--- src/sv/gcrm_pkg.sv ---
// Shared types, codes and constants for the colour ramp mapper.
// No dependencies; imported by every module of the block.
package gcrm_pkg;

  localparam int MAX_LIMITS_DEF = 8;
  localparam int VALUE_BITS_DEF = 32;
  localparam int MAX_STEPS      = 32;
  localparam int K_BITS         = 6;   // step within a segment, 0..MAX_STEPS
  localparam int RECIP_SHIFT    = 20;
  localparam int CFG_DW         = 6;

  localparam logic [31:0] ONE_Q16      = 32'h0001_0000;
  localparam logic [23:0] COLOR_WHITE  = 24'hFF_FFFF;
  localparam logic [3:0]  RST_LIMIT_COUNT   = 4'd2;
  localparam logic [5:0]  RST_STRETCH_STEPS = 6'd5;

  typedef enum logic {
    CMD_WRITE = 1'b0,
    CMD_MAP   = 1'b1
  } cmd_e;

  typedef enum logic [1:0] {
    METH_STRETCH = 2'd0,
    METH_UPPER   = 2'd1,
    METH_LOWER   = 2'd2
  } meth_e;

  typedef enum logic {
    CFG_LIMIT_COUNT   = 1'b0,
    CFG_STRETCH_STEPS = 1'b1
  } cfg_idx_e;

  typedef struct packed {
    logic               cmd;
    logic [2:0]         entry_index;
    logic signed [31:0] entry_limit;
    logic [7:0]         entry_red;
    logic [7:0]         entry_green;
    logic [7:0]         entry_blue;
    logic [1:0]         entry_method;
    logic signed [31:0] sample_value;
  } in_word_t;

  typedef struct packed {
    logic [7:0] color_index;
    logic [7:0] out_red;
    logic [7:0] out_green;
    logic [7:0] out_blue;
  } out_word_t;

  // ceil(2^20 / s): exact truncating quotient for dividends below 2^13
  function automatic logic [20:0] recip_q20(input logic [5:0] s);
    logic [20:0] r;
    case (s)
      6'd1:  r = 21'd1048576;
      6'd2:  r = 21'd524288;
      6'd3:  r = 21'd349526;
      6'd4:  r = 21'd262144;
      6'd5:  r = 21'd209716;
      6'd6:  r = 21'd174763;
      6'd7:  r = 21'd149797;
      6'd8:  r = 21'd131072;
      6'd9:  r = 21'd116509;
      6'd10: r = 21'd104858;
      6'd11: r = 21'd95326;
      6'd12: r = 21'd87382;
      6'd13: r = 21'd80660;
      6'd14: r = 21'd74899;
      6'd15: r = 21'd69906;
      6'd16: r = 21'd65536;
      6'd17: r = 21'd61681;
      6'd18: r = 21'd58255;
      6'd19: r = 21'd55189;
      6'd20: r = 21'd52429;
      6'd21: r = 21'd49933;
      6'd22: r = 21'd47663;
      6'd23: r = 21'd45591;
      6'd24: r = 21'd43691;
      6'd25: r = 21'd41944;
      6'd26: r = 21'd40330;
      6'd27: r = 21'd38837;
      6'd28: r = 21'd37450;
      6'd29: r = 21'd36158;
      6'd30: r = 21'd34953;
      6'd31: r = 21'd33826;
      6'd32: r = 21'd32768;
      default: r = 21'd1048576;
    endcase
    return r;
  endfunction

endpackage

--- src/sv/gcrm_blend.sv ---
// Step index and per-channel colour interpolation, ending in the output register.
// Depends on gcrm_pkg.
module gcrm_blend import gcrm_pkg::*; #(
  parameter int MAX_LIMITS = MAX_LIMITS_DEF,
  localparam int IW = (MAX_LIMITS > 1) ? $clog2(MAX_LIMITS) : 1,
  localparam int CW = $clog2(MAX_LIMITS + 1)
) (
  input  logic              clk_i,
  input  logic              rst_ni,
  input  logic              en_i,
  input  logic              valid_i,
  input  logic [K_BITS-1:0] k_i,
  input  logic [5:0]        s_i,
  input  logic [IW-1:0]     p_i,
  input  logic [CW-1:0]     cnt_i,
  input  logic [23:0]       col_a_i,
  input  logic [23:0]       col_b_i,
  output logic              valid_o,
  output out_word_t         word_o
);

  localparam int IDW = $clog2((MAX_LIMITS - 1) * MAX_STEPS + 2);
  localparam int RW  = (IDW > 9) ? IDW : 9;

  logic              v1_q;
  logic [RW-1:0]     r_q;
  logic [12:0]       mag_q [3];
  logic              neg_q [3];
  logic [7:0]        ca_q  [3];
  logic [5:0]        s1_q;

  logic [RW-1:0]     r_d;
  logic [12:0]       mag_d [3];
  logic              neg_d [3];
  logic signed [15:0] prod [3];
  logic signed [8:0]  diff [3];

  always_comb begin
    r_d = RW'(1) + RW'(p_i) + RW'(s_i - 6'd1) * RW'(cnt_i) + RW'(k_i);
    for (int c = 0; c < 3; c++) begin
      diff[c]  = $signed({1'b0, col_b_i[8*c +: 8]}) - $signed({1'b0, col_a_i[8*c +: 8]});
      prod[c]  = 16'(diff[c]) * 16'($signed({1'b0, k_i}));
      neg_d[c] = prod[c] < 0;
      mag_d[c] = neg_d[c] ? 13'(-prod[c]) : 13'(prod[c]);
    end
  end

  always_ff @(posedge clk_i or negedge rst_ni) begin
    if (!rst_ni) begin
      v1_q <= 1'b0;
    end else if (en_i) begin
      v1_q <= valid_i;
    end
  end

  always_ff @(posedge clk_i) begin
    if (en_i) begin
      r_q  <= r_d;
      s1_q <= s_i;
      for (int c = 0; c < 3; c++) begin
        mag_q[c] <= mag_d[c];
        neg_q[c] <= neg_d[c];
        ca_q[c]  <= col_a_i[8*c +: 8];
      end
    end
  end

  // division by S through a reciprocal, truncating toward zero
  logic [20:0]       rc;
  logic [33:0]       qp   [3];
  logic [7:0]        quot [3];
  logic signed [9:0] sum  [3];
  logic [7:0]        ch   [3];
  out_word_t         word_d;

  always_comb begin
    rc = recip_q20(s1_q);
    for (int c = 0; c < 3; c++) begin
      qp[c]   = 34'(mag_q[c]) * 34'(rc);
      quot[c] = qp[c][RECIP_SHIFT +: 8];
      sum[c]  = neg_q[c] ? $signed(10'(ca_q[c])) - $signed(10'(quot[c]))
                         : $signed(10'(ca_q[c])) + $signed(10'(quot[c]));
      if (sum[c] < 0) ch[c] = 8'd0;
      else if (sum[c] > 10'sd255) ch[c] = 8'hFF;
      else ch[c] = sum[c][7:0];
    end
    word_d.color_index = (r_q > RW'(255)) ? 8'hFF : r_q[7:0];
    word_d.out_red     = ch[2];
    word_d.out_green   = ch[1];
    word_d.out_blue    = ch[0];
  end

  always_ff @(posedge clk_i or negedge rst_ni) begin
    if (!rst_ni) begin
      valid_o <= 1'b0;
    end else if (en_i) begin
      valid_o <= v1_q;
    end
  end

  always_ff @(posedge clk_i) begin
    if (en_i) begin
      word_o <= word_d;
    end
  end

endmodule

--- config.mk ---
export PLATFORM = sky130hd
export DESIGN_NAME = gcrm_blend
export DESIGN_NICKNAME = d
export VERILOG_FILES = /design/src/sv/gcrm_pkg.sv /design/src/sv/gcrm_blend.sv
export SDC_FILE = /design/constraint.sdc
export NUM_CORES = 2
export LEC_CHECK = 0
export BUFFER_PORTS_ARGS = -buffer_cell sky130_fd_sc_hd__buf_2
export CAP_MARGIN = 20
export CORE_MARGIN = 10
export CORE_UTILIZATION = 40
export DETAILED_ROUTE_END_ITERATION = 12
export PLACE_DENSITY_LB_ADDON = 0.25
export SLEW_MARGIN = 20
export SYNTH_ARGS = -nofsm -noshare
export SYNTH_HDL_FRONTEND = slang
export SYNTH_SLANG_ARGS = --single-unit
export TNS_END_PERCENT = 50
--- constraint.sdc ---
create_clock -name clk_i -period 7.2 [get_ports clk_i]
set_input_delay 0.72 -clock clk_i [delete_from_list [all_inputs] [get_ports clk_i]]
set_output_delay 0.72 -clock clk_i [all_outputs]
set_load 0.05 [all_outputs]
==> metrics list <==
- Post-synthesis instance area: 38100 um2
- The final number of hold-violating endpoints was 0.
* Synth top area cells: fa_1 38%, ha_1 12%, inv_1 9.5%, edfxtp_1 8.9%, and2_1 6.9%
* Most used standard cell by instance count after synthesis: inv_1
- The pre-antenna-repair detailed-routing pass consisted of 7 iterations.
* Detailed-route vias per instance: 4.83
* Worst reg2reg setup slack: 0.13 ns
- The final layout contains routed wiring with a total length of 88500 um.
- Max-slew headroom: 29.1%
- Full die area: 108000 um2
- Based on the critical path, the design can be clocked at up to 141 MHz.
* Sequential element share of the synthesized area: 10.1%
- Per-instance average area after synthesis: 8.97 um2
* Clock root buffer master: clkbuf_16
- Initial standard-cell utilization of the core: 40.2%
- The most numerous cell type found on the critical path is fa_1.
- For this run, the slowest stage of the critical path takes 0.54 ns.
- The tightest min-delay check is of the input pin to asynchronous set/reset pin type.
- The number of antenna violations at the first check in global routing was 3.
- First DRT Iteration DRCs: 1398
- Largest area contributor in the netlist: fa_1
* Flops & latches, synth: 136
- At the pin with the least slew margin, the transition time is 1.06 ns.
- Kind of launch point of the worst setup path: flip-flop
- In this run, distinct cell masters in the synthesized netlist total 76.
- The run finished with clean final reports.
* Proportion of register bits with asynchronous set or reset after synthesis: 1.47%
* Critical path class: flip-flop to flip-flop
- Setup repair after global routing could not meet its margin everywhere.
- In this run the biggest area consumer among cell types represents 38.2% of the synthesized area.
- Number of standard cells after synthesis: 4250
- Worst path buffer plus inverter count: 9
- Clock-pin slew was measured on the worst setup and hold paths at 0.09 ns.
- The worst setup path is captured at a flip-flop.
- The cell family contributing the most delay on the critical path is adder cells.
* Setup ws final: 0.132 ns
* Highest fanout seen on the critical path: 8
* CTS tree: done
- Clock tree synthesis inserted a total of 17 buffers.
- For this run, the number of Yosys warnings is 0.
- Arrival time at the worst endpoint: 7.39 ns
* Post-synth top flop: edfxtp_1
* Reg area: 3870 um2
* Final design instance area without fill: 42800 um2
* Area taken by multi-input logic gates: 30500 um2
- The max-slew violation count was 0.
- Layout cells sized above 1: 12.1%
* Slowest stage cell, crit path: fa_1
- Average wire per cell in the routed design: 15.5 um
- I/O pin total: 104
- The via count of the first global-routing pass is 29000.
- Worst hold slack: 0.0264 ns
* Count of nets left with antenna violations after detail routing: 0
- The first global-routing pass estimated 150000 um of wire.
- Final-layout fill cell count: 9279
* Commonest cells post-synth: 966 x inv_1, 728 x fa_1, 544 x nand2_1
- Relative to the synthesized area, the layout overhead comes to 12.4%.
- Final cycle utilization of the critical path: 98.2%
* Count of clock tree sinks: 136
- In this run, synthesis inferred 113 flip-flops with an integrated enable.
- GRT Resource Usage Total: 17.0%
* Placeable core region: 94700 um2
- Setup violations remaining at the end of the flow were counted as 0.
* Die Span Y: 329 um
* Final Skew: 0.0229 ns
- Number of levels in the clock H-tree: 4
- Entering global routing, the biggest net connects 74 pins.
* Crit path required time: 7.52 ns
- The later pin in the worst-skew pair is clocked with a latency of 0.48 ns.
- Placement-stage worst setup slack: -0.434 ns
* Nets in the synthesized netlist: 5419
* DP Wirelength: 73400 um
- Row generation in the floorplan step produced 113 rows.
- The floorplan step set the die width to 329 um.
- Aggregate global routing overflow: 0
* # port buffers: 103
* GPL Wtd Cong: 0.858
* Non-filler instance count after layout: 5697
- Max-cap violations in this run came to 0.
- Net count, final: 5587
* Via Count: 27500
- The number of placed instances, taps included, is 5645.
- After detailed routing, the number of remaining DRC violations is 0.
- Post-route minimum period: 7.07 ns
- In this run the deepest clock path goes through 2 buffers.
* Placed cell areas: 41400 um2
what timing repair did:
| action | CTS | global route |
|---|---|---|
| endpoints found under the hold margin | 0 | 0 |
| hold buffers | 0 | 0 |
| buffers inserted | 10 | 9 |
| gates cloned | 0 | 1 |
| setup endpoints to repair | 24 | 24 |
| resized for setup | 21 | 137 |
| pin swaps | 5 | 74 |
routing by layer:
layer | vias up | part of all wire [%] | global-route usage [%]
met3 | 61 | 3.6 | 1.21
met2 | 491 | 49 | 29.1
met4 | 0 | 1.2 | 3.08
met1 | 13800 | 46 | 23.6
met5 | - | 0 | 0
li1 | 13100 | - | -
worst paths after layout:
check / start / endpoint / cells past startpoint
min: rst_ni / v1_q$_DFFE_PN0P_ / 1
min reg2reg: r_q[3]$_DFFE_PP_ / word_o[27]$_SDFFCE_PN1P_ / 1
max reg2reg: mag_q[0][27]$_DFFE_PP_ / word_o[20]$_SDFFCE_PP0P_ / 32
max: mag_q[0][27]$_DFFE_PP_ / word_o[20]$_SDFFCE_PP0P_ / 32
min in group clk_i: col_a_i[7] / ca_q[0][7]$_DFFE_PP_ / 1
max in group asynchronous: rst_ni / valid_o$_DFFE_PN0P_ / 1
cell families after synthesis:
family | synth area share, %
simple gates | 16.2
buf+inv | 11.4
fa+ha+maj | 50.4
compound gates | 6.97
xor+xnor | 4.27
flops | 10.1
mux | 0.689
cells in the final DEF (no fill, tap or decap), types with 9 or more instances in the layout:
master       n
or3_1        9
nand3_1     26
clkbuf_16   17
o21bai_1    23
buf_6       15
and3_1      17
buf_12      23
mux2_2      16
xnor2_1    125
dfxtp_1     15
a31oi_1     12
o21ai_0     71
buf_4      188
or2_2       12
ha_1       355
o21a_1      20
a211oi_1    13
inv_1      960
nor2b_1     47
edfxtp_1   113
nor2_1      91
a21o_1      32
a21oi_2     31
and2_1     411
nand2_1    543
fa_1       720
buf_2      104
xor2_1      55
nand2b_1    23
a21oi_1     91
ha_4        11
nor3_1      27
o21ai_1     11
metrics by stage:
stage / util, % / setup TNS [ns]
detailed placement: 43.7 / -6.04
global route: 45.2 / -1.98
finish: 45.2 / 0
floorplan: - / 0
global placement: 43.7 / -3.84
CTS: 44.5 / 0
registers in the layout, indices dropped and copies added (netlist names):
name	count
r_q	9
mag_q	39
valid_o	1
v1_q	1
s1_q	6
word_o	32
neg_q	3
rc	21
ca_q	24
final cells by class:
type                       count  area share (%)
inverter                     967            8.47
clock inverter                15           0.464
antenna                        1         0.00584
timing repair buffer         333            6.05
clock buffer                  17           0.993
tap                         1265            3.69
multi-input combinational   2963            71.3
sequential                   136            9.04
Power is not shown: default switching activity piles up to over one toggle a cycle in this logic, so the estimate is an artifact.
