--- config.mk ---
export PLATFORM = sky130hd
export DESIGN_NAME = gcrm_div
export DESIGN_NICKNAME = d
export VERILOG_FILES = /design/src/sv/gcrm_pkg.sv /design/src/sv/gcrm_div.sv
export SDC_FILE = /design/constraint.sdc
export NUM_CORES = 1
export LEC_CHECK = 0
export ABC_AREA = 1
export BUFFER_PORTS_ARGS = -buffer_cell sky130_fd_sc_hd__buf_2
export CAP_MARGIN = 30
export CORE_ASPECT_RATIO = 0.7
export CORE_MARGIN = 2
export CORE_UTILIZATION = 65
export DETAILED_ROUTE_END_ITERATION = 7
export HOLD_SLACK_MARGIN = 0.03
export PLACE_DENSITY = 0.85
export SLEW_MARGIN = 5
export SYNTH_ARGS = -nofsm -noshare
export SYNTH_HDL_FRONTEND = slang
export SYNTH_SLANG_ARGS = --single-unit
--- constraint.sdc ---
create_clock -name clk_i -period 3.11 [get_ports clk_i]
set_input_delay 0.622 -clock clk_i [delete_from_list [all_inputs] [get_ports clk_i]]
set_output_delay 0.622 -clock clk_i [all_outputs]
set_load 0.02 [all_outputs]
--- src/sv/gcrm_pkg.sv ---
// Shared types, codes and constants for the colour ramp mapper.
// No dependencies; imported by every module of the block.
package gcrm_pkg;

  localparam int MAX_LIMITS_DEF = 8;
  localparam int VALUE_BITS_DEF = 32;
  localparam int MAX_STEPS      = 32;
  localparam int K_BITS         = 6;   // step within a segment, 0..MAX_STEPS
  localparam int RECIP_SHIFT    = 20;
  localparam int CFG_DW         = 6;

  localparam logic [31:0] ONE_Q16      = 32'h0001_0000;
  localparam logic [23:0] COLOR_WHITE  = 24'hFF_FFFF;
  localparam logic [3:0]  RST_LIMIT_COUNT   = 4'd2;
  localparam logic [5:0]  RST_STRETCH_STEPS = 6'd5;

  typedef enum logic {
    CMD_WRITE = 1'b0,
    CMD_MAP   = 1'b1
  } cmd_e;

  typedef enum logic [1:0] {
    METH_STRETCH = 2'd0,
    METH_UPPER   = 2'd1,
    METH_LOWER   = 2'd2
  } meth_e;

  typedef enum logic {
    CFG_LIMIT_COUNT   = 1'b0,
    CFG_STRETCH_STEPS = 1'b1
  } cfg_idx_e;

  typedef struct packed {
    logic               cmd;
    logic [2:0]         entry_index;
    logic signed [31:0] entry_limit;
    logic [7:0]         entry_red;
    logic [7:0]         entry_green;
    logic [7:0]         entry_blue;
    logic [1:0]         entry_method;
    logic signed [31:0] sample_value;
  } in_word_t;

  typedef struct packed {
    logic [7:0] color_index;
    logic [7:0] out_red;
    logic [7:0] out_green;
    logic [7:0] out_blue;
  } out_word_t;

  // ceil(2^20 / s): exact truncating quotient for dividends below 2^13
  function automatic logic [20:0] recip_q20(input logic [5:0] s);
    logic [20:0] r;
    case (s)
      6'd1:  r = 21'd1048576;
      6'd2:  r = 21'd524288;
      6'd3:  r = 21'd349526;
      6'd4:  r = 21'd262144;
      6'd5:  r = 21'd209716;
      6'd6:  r = 21'd174763;
      6'd7:  r = 21'd149797;
      6'd8:  r = 21'd131072;
      6'd9:  r = 21'd116509;
      6'd10: r = 21'd104858;
      6'd11: r = 21'd95326;
      6'd12: r = 21'd87382;
      6'd13: r = 21'd80660;
      6'd14: r = 21'd74899;
      6'd15: r = 21'd69906;
      6'd16: r = 21'd65536;
      6'd17: r = 21'd61681;
      6'd18: r = 21'd58255;
      6'd19: r = 21'd55189;
      6'd20: r = 21'd52429;
      6'd21: r = 21'd49933;
      6'd22: r = 21'd47663;
      6'd23: r = 21'd45591;
      6'd24: r = 21'd43691;
      6'd25: r = 21'd41944;
      6'd26: r = 21'd40330;
      6'd27: r = 21'd38837;
      6'd28: r = 21'd37450;
      6'd29: r = 21'd36158;
      6'd30: r = 21'd34953;
      6'd31: r = 21'd33826;
      6'd32: r = 21'd32768;
      default: r = 21'd1048576;
    endcase
    return r;
  endfunction

endpackage

--- src/sv/gcrm_div.sv ---
// Step-within-segment divider: floor((2*S*x + d) / (2*d)), one quotient bit a stage.
// Depends on gcrm_pkg.
module gcrm_div import gcrm_pkg::*; #(
  parameter int VALUE_BITS = VALUE_BITS_DEF,
  parameter int SIDE_W     = 1
) (
  input  logic                  clk_i,
  input  logic                  rst_ni,
  input  logic                  en_i,
  input  logic                  valid_i,
  input  logic                  stretch_i,
  input  logic [VALUE_BITS-1:0] x_i,
  input  logic [VALUE_BITS-1:0] d_i,
  input  logic [5:0]            s_i,
  input  logic [SIDE_W-1:0]     side_i,
  output logic                  valid_o,
  output logic [K_BITS-1:0]     k_o,
  output logic [5:0]            s_o,
  output logic [SIDE_W-1:0]     side_o
);

  localparam int NW = VALUE_BITS + 8;
  localparam int DW = VALUE_BITS + 1;

  logic              vld_q  [K_BITS+1];
  logic [NW-1:0]     rem_q  [K_BITS+1];
  logic [DW-1:0]     den_q  [K_BITS+1];
  logic [K_BITS-1:0] quo_q  [K_BITS+1];
  logic [5:0]        s_q    [K_BITS+1];
  logic [SIDE_W-1:0] side_q [K_BITS+1];

  // numerator and divisor; non-stretch words divide 0 by 1
  always_ff @(posedge clk_i or negedge rst_ni) begin
    if (!rst_ni) begin
      vld_q[0] <= 1'b0;
    end else if (en_i) begin
      vld_q[0] <= valid_i;
    end
  end

  always_ff @(posedge clk_i) begin
    if (en_i) begin
      rem_q[0]  <= stretch_i ? ((NW'(s_i) * NW'(x_i)) << 1) + NW'(d_i) : '0;
      den_q[0]  <= stretch_i ? {d_i, 1'b0} : DW'(1);
      quo_q[0]  <= '0;
      s_q[0]    <= s_i;
      side_q[0] <= side_i;
    end
  end

  for (genvar t = 0; t < K_BITS; t++) begin : g_stage
    localparam int B = K_BITS - 1 - t;
    logic [NW-1:0]     trial;
    logic              take;
    logic [NW-1:0]     rem_d;
    logic [K_BITS-1:0] quo_d;

    always_comb begin
      trial = NW'(den_q[t]) << B;
      take  = rem_q[t] >= trial;
      rem_d = take ? rem_q[t] - trial : rem_q[t];
      quo_d = quo_q[t];
      quo_d[B] = take;
    end

    always_ff @(posedge clk_i or negedge rst_ni) begin
      if (!rst_ni) begin
        vld_q[t+1] <= 1'b0;
      end else if (en_i) begin
        vld_q[t+1] <= vld_q[t];
      end
    end

    always_ff @(posedge clk_i) begin
      if (en_i) begin
        rem_q[t+1]  <= rem_d;
        den_q[t+1]  <= den_q[t];
        quo_q[t+1]  <= quo_d;
        s_q[t+1]    <= s_q[t];
        side_q[t+1] <= side_q[t];
      end
    end
  end

  assign valid_o = vld_q[K_BITS];
  assign k_o     = quo_q[K_BITS];
  assign s_o     = s_q[K_BITS];
  assign side_o  = side_q[K_BITS];

endmodule

==> results.py, run 1 <==
metrics = {
    "synth": {
        "synth-edff-count": 502,
        "yosysTopAreaCell": "edfxtp_1",
        "synth_top_area_frac": 0.385,
        "synth_area_leaders": "edfxtp_1 (38%), nand2_1 (11%), ha_1 (8.9%)",
        "yosysWarnings": 0,
        "async_flop_share": 0.0138,
        "ys_seq_area_frac": 0.389,
        "syn_avg_cell_area_um2": 8.13,
        "syn_nets": 5302,
        "synth_area_um2": 39200,
        "synth_cells": 4819,
        "synth_cell_types": 53,
        "synth-seq-cells": 509,
        "synth_ff_type": "edfxtp_1",
    },
    "placed_design": {
        "buffer_ports.inserted": 89,
        "placed_cell_area_um2": 44800,
        "hpwl_um": 115000,
        "gp_congestion": 1.13,
    },
    "floorplan": {
        "ios": 90,
        "die_h_um": 209,
        "die_w_um": 297,
        "start_util": 0.656,
        "row_count": 75,
    },
    "clock_tree": {
        "clock_path_buffers": 3,
        "clockRootBuffer": "clkbuf_16",
        "htreeDepth": 2,
        "numCtsBuffers": 50,
        "clkSinkCount": 509,
    },
    "status": {
        "status": "stopped before the end",
        "run.stop_error": "[ERROR GRT-0232] Routing congestion too high. Check the congestion heatmap in the GUI.",
        "stop_stage": "global routing (5_1_grt)",
    },
    "global_routing": {
        "overflow": 342,
        "grt_max_degree": 72,
        "grt_usage": 0.731,
    },
    "timing": {
        "grt-worst-endpoint": "rem_q[0][26]$_SDFFCE_PN0P_/D",
        "worst_path_end_type": "register input",
    },
}
==> per-stage QoR <==
stage                     instances  worst slack, ps  hold WS [ps]  TNS, ps
after floorplan                4819            -2050           326   -52700
after CTS                      6276            -1950           139   -53300
after global placement         6143            -2790           402   -82810
after detailed placement       6143            -2920           405   -89390
==> what timing repair did <==
action / 4_1_cts
setup buffers: 34
gates cloned: 6
endpoints found under the setup margin: 43
resized for setup: 281
pin swaps: 108
hold endpoints to repair: 7
hold buffers: 1
==> synthesized netlist by cell type, types with 2 or more instances <==
cell type	n
nand3_1	137
buf_6	16
nor4_1	19
nand3b_1	5
xor2_1	78
a211oi_1	6
a21oi_2	15
inv_1	907
nand2_2	5
nand3_2	4
edfxtp_1	502
o21ai_2	23
buf_2	12
a31oi_1	44
a21boi_2	2
nand2_1	1145
nor2_2	8
and2_1	3
a21o_1	27
a21boi_1	3
o21bai_1	36
ha_1	280
o2111ai_1	4
dfrtp_1	7
o221ai_1	8
a21oi_1	338
nor3_1	46
or2_2	17
a21boi_0	14
o21ai_1	76
nor3b_1	2
inv_2	11
o211ai_1	8
nand4_1	37
xnor2_1	96
nor3_2	5
clkbuf_1	33
o21a_1	21
and3_1	4
fa_1	127
o21ai_0	243
nor2_1	434
==> layer usage <==
layer | GRT usage | overflow
met1 | 0.844 | 47
met2 | 0.821 | 143
met3 | 0.624 | 33
met4 | 0.499 | 112
met5 | 0.447 | 7
==> logic make-up after synthesis <==
kind of cell	after synthesis	synth area share
AND/OR/NAND/NOR	1875	0.194
buffers and inverters	980	0.0973
AO/OA/AOI/OAI	873	0.126
flip-flops	509	0.389
adder cells (fa/ha/maj)	407	0.154
XOR/XNOR	174	0.0389
multiplexers	1	0.000287
==> inputs of run 2 (changes only) <==
CORE_ASPECT_RATIO = unset   (was 0.7)
CORE_UTILIZATION = 40   (was 65)
HOLD_SLACK_MARGIN = unset   (was 0.03)
PLACE_DENSITY = unset   (was 0.85)
PLACE_DENSITY_LB_ADDON = 0.15   (was unset)
==> run 2 against run 1 <==
Net effect: the flow now finishes, with violations (negative setup slack); area after synthesis did not move; synthesized cell count is the same.
==> results.py, run 2 <==
metrics = {
    "status": {
        "status": "finished with violations",
        "violations": "negative setup slack",
    },
    "layout": {
        "final_core_util": 0.516,
        "top_regs": "rem_q: 235 flops, den_q: 197 flops, s_q: 42 flops",
        "fin_nets": 5901,
        "fillers": 9233,
        "finish.instance_area_um2": 50000,
        "multi_input_area_um2": 22900,
        "fin_cells": 6742,
        "drive_above_1_share": 0.226,
        "final_common_cell": "nand2_1",
        "largest_reg_flops": 235,
        "top_register": "rem_q",
        "n_antenna_cell": 0,
        "final_cell_mix": "nand2_1 (1,016), inv_1 (839), edfxtp_1 (502)",
        "syn2layout_area_growth_pct": 27.6,
        "seqCellArea_um2": 15200,
    },
    "floorplan": {
        "die_w_um": 317,
        "die_h_um": 317,
        "dieArea_um2": 100000,
        "row_count": 114,
        "core_um2": 96900,
        "start_util": 0.405,
        "ios": 90,
    },
    "setup_path": {
        "crit_fanout": 6,
        "cp-end-kind": "register",
        "regToRegStartpoint": "den_q[2][6]",
        "cpPeakStageDelay_ps": 570,
        "critPathArrivalTime_ps": 5450,
        "slowest_stage": "fa_1",
        "crit_path_start_kind": "input pin",
        "criticalPathCategory": "in2reg",
        "worst_r2r_path_depth": 13,
        "worstPathRequired_ps": 3510,
        "cp-startpoint": "s_i[2]",
        "r2r_slack_ps": 160,
        "r2r_end": "rem_q[3][15]",
    },
    "synth": {
        "synth-seq-cells": 509,
        "synth_most_common_cell": "nand2_1",
        "ys_seq_area_frac": 0.389,
        "yosys-top-cells-count": "nand2_1 (1,145), inv_1 (907), edfxtp_1 (502)",
        "synth_ff_type": "edfxtp_1",
        "synth_area_leaders": "edfxtp_1 (38%), nand2_1 (11%), ha_1 (8.9%)",
        "async_flop_share": 0.0138,
        "syn_avg_cell_area_um2": 8.13,
        "synth_cell_types": 53,
        "synth_cells": 4819,
        "synth_area_um2": 39200,
        "yosysWarnings": 0,
        "syn_nets": 5302,
        "synth_top_area_frac": 0.385,
        "yosysTopAreaCell": "edfxtp_1",
        "synth-edff-count": 502,
    },
    "global_routing": {
        "grt_pass1_wl_um": 197000,
        "grt_pass1_vias": 35100,
        "overflow": 0,
        "grt_use_met2": 0.465,
        "grt_usage": 0.257,
        "grt_use_met3": 0.0231,
        "antenna_found_initial": 0,
        "gr-usage-met1": 0.309,
        "top_usage_layer": "met2",
        "grt_max_degree": 96,
    },
    "timing": {
        "post-route-min-period_ps": 5050,
        "slew_headroom": 0.523,
        "timing.final.ws_setup_ps": -1940,
        "worst_pin_slew_ps": 708,
        "period_share": 1.62,
        "setup_viol": 35,
        "drv_slew": 0,
        "hold_ws_ps": 152,
        "skew_ps": 24.0,
        "fmax_ghz": 0.198,
        "hold_viol": 0,
        "rsz0062_at_grt": "true",
    },
    "placed_design": {
        "buffer_ports.inserted": 89,
        "dp.cells": 6558,
        "placed_cell_area_um2": 45000,
        "hpwl_um": 105000,
        "gp_congestion": 0.951,
        "dp_slack_ps": -2970,
    },
    "clock_tree": {
        "clockRootBuffer": "clkbuf_16",
        "htreeDepth": 2,
        "clock_path_buffers": 3,
        "clkSinkCount": 509,
        "clock_latency_ps": 660,
        "numCtsBuffers": 57,
        "clkTransAtPathRegs_ps": 60,
        "cts_tree": "done",
    },
    "pwr": {
        "max-vdd-ir-drop_v": 0.000897,
        "power-per-cell-area_nw_per_um2": 1180,
        "p_leak_nw": 22.6,
    },
    "detailed_routing": {
        "wl_per_cell_um": 18.9,
        "antenna_left": 0,
        "vias": 33900,
        "wirelength_um": 127000,
        "route.detailed.drc": 0,
        "first_pass_iters": 7,
        "drt_iter0_drc": 2183,
        "via_per_inst": 5.04,
    },
    "min_path": {
        "hp-start": "side_i",
        "whs_path_depth": 1,
        "hold_end": "side_q[0]",
        "hold_path_class": "in2reg",
    },
    "flow_run": {
        "drv_cap": 0,
    },
}
-- run 2: cell counts after synthesis --
No cell type changed its count.
-- run 2: power by group --
group	switching [mW]	total, mW	internal, mW
combinational	22.9	40.5	17.7
sequential	1.30	11.6	10.3
clock	2.88	6.77	3.90
-- run 2: logic make-up (layout without fill, tap and decap cells) --
kind of cell | after synthesis | in the layout | synth area share
multiplexers | 1 | 1 | 0.000287
AO/OA/AOI/OAI | 873 | 873 | 0.126
flip-flops | 509 | 509 | 0.389
XOR/XNOR | 174 | 174 | 0.0389
buffers and inverters | 980 | 1627 | 0.0973
adder cells (fa/ha/maj) | 407 | 407 | 0.154
AND/OR/NAND/NOR | 1875 | 1875 | 0.194
-- run 2: worst max path at each step --
stage	cells past startpoint	end	slack [ps]
floorplan	30	rem_q[0][36]	-2050
global placement	31	rem_q[0][33]	-2960
detailed placement	31	rem_q[0][33]	-2970
CTS	32	rem_q[0][33]	-1870
global route	29	rem_q[0][36]	-2180
finish	31	rem_q[0][32]	-1940
-- run 2: layout make-up --
type / instances / share of cell area
sequential: 509 / 0.305
tap: 1276 / 0.0319
clock inverter: 38 / 0.00823
timing repair buffer: 602 / 0.0990
multi-input combinational: 3330 / 0.457
clock buffer: 69 / 0.0294
inverter: 918 / 0.0694
-- run 2: timing repair --
action / in CTS / in global routing
setup endpoints to repair: 35 / 42
buffers inserted: 43 / 38
endpoints found under the hold margin: 7 / 0
pin swaps: 124 / 172
gates resized for setup: 257 / 292
cloned: 2 / 1
hold buffers: 1 / 0
-- run 2: stage by stage --
stage	TNS [ps]	power, mW
2_1_floorplan	-52700	30.7
3_3_place_gp	-86670	44.2
3_5_place_dp	-87280	44.2
4_1_cts	-50350	55.0
5_1_grt	-58550	63.1
6_report	-52920	58.9
-- run 2: critical path: cells and delay by family --
family / cells / cell delay [ps]
AND/OR/NAND/NOR: 5 / 490
AO/OA/AOI/OAI: 9 / 1040
buffers and inverters: 11 / 1020
adder cells (fa/ha/maj): 5 / 2100
XOR/XNOR: 1 / 180
-- run 2: metal layers --
metal / wire length [µm] / vias up
met1: 52400 / 16100
li1: - / 16900
met4: 6380 / 0
met3: 4330 / 253
met5: 0 / -
met2: 64000 / 682
(Power assumes the default switching activity.)
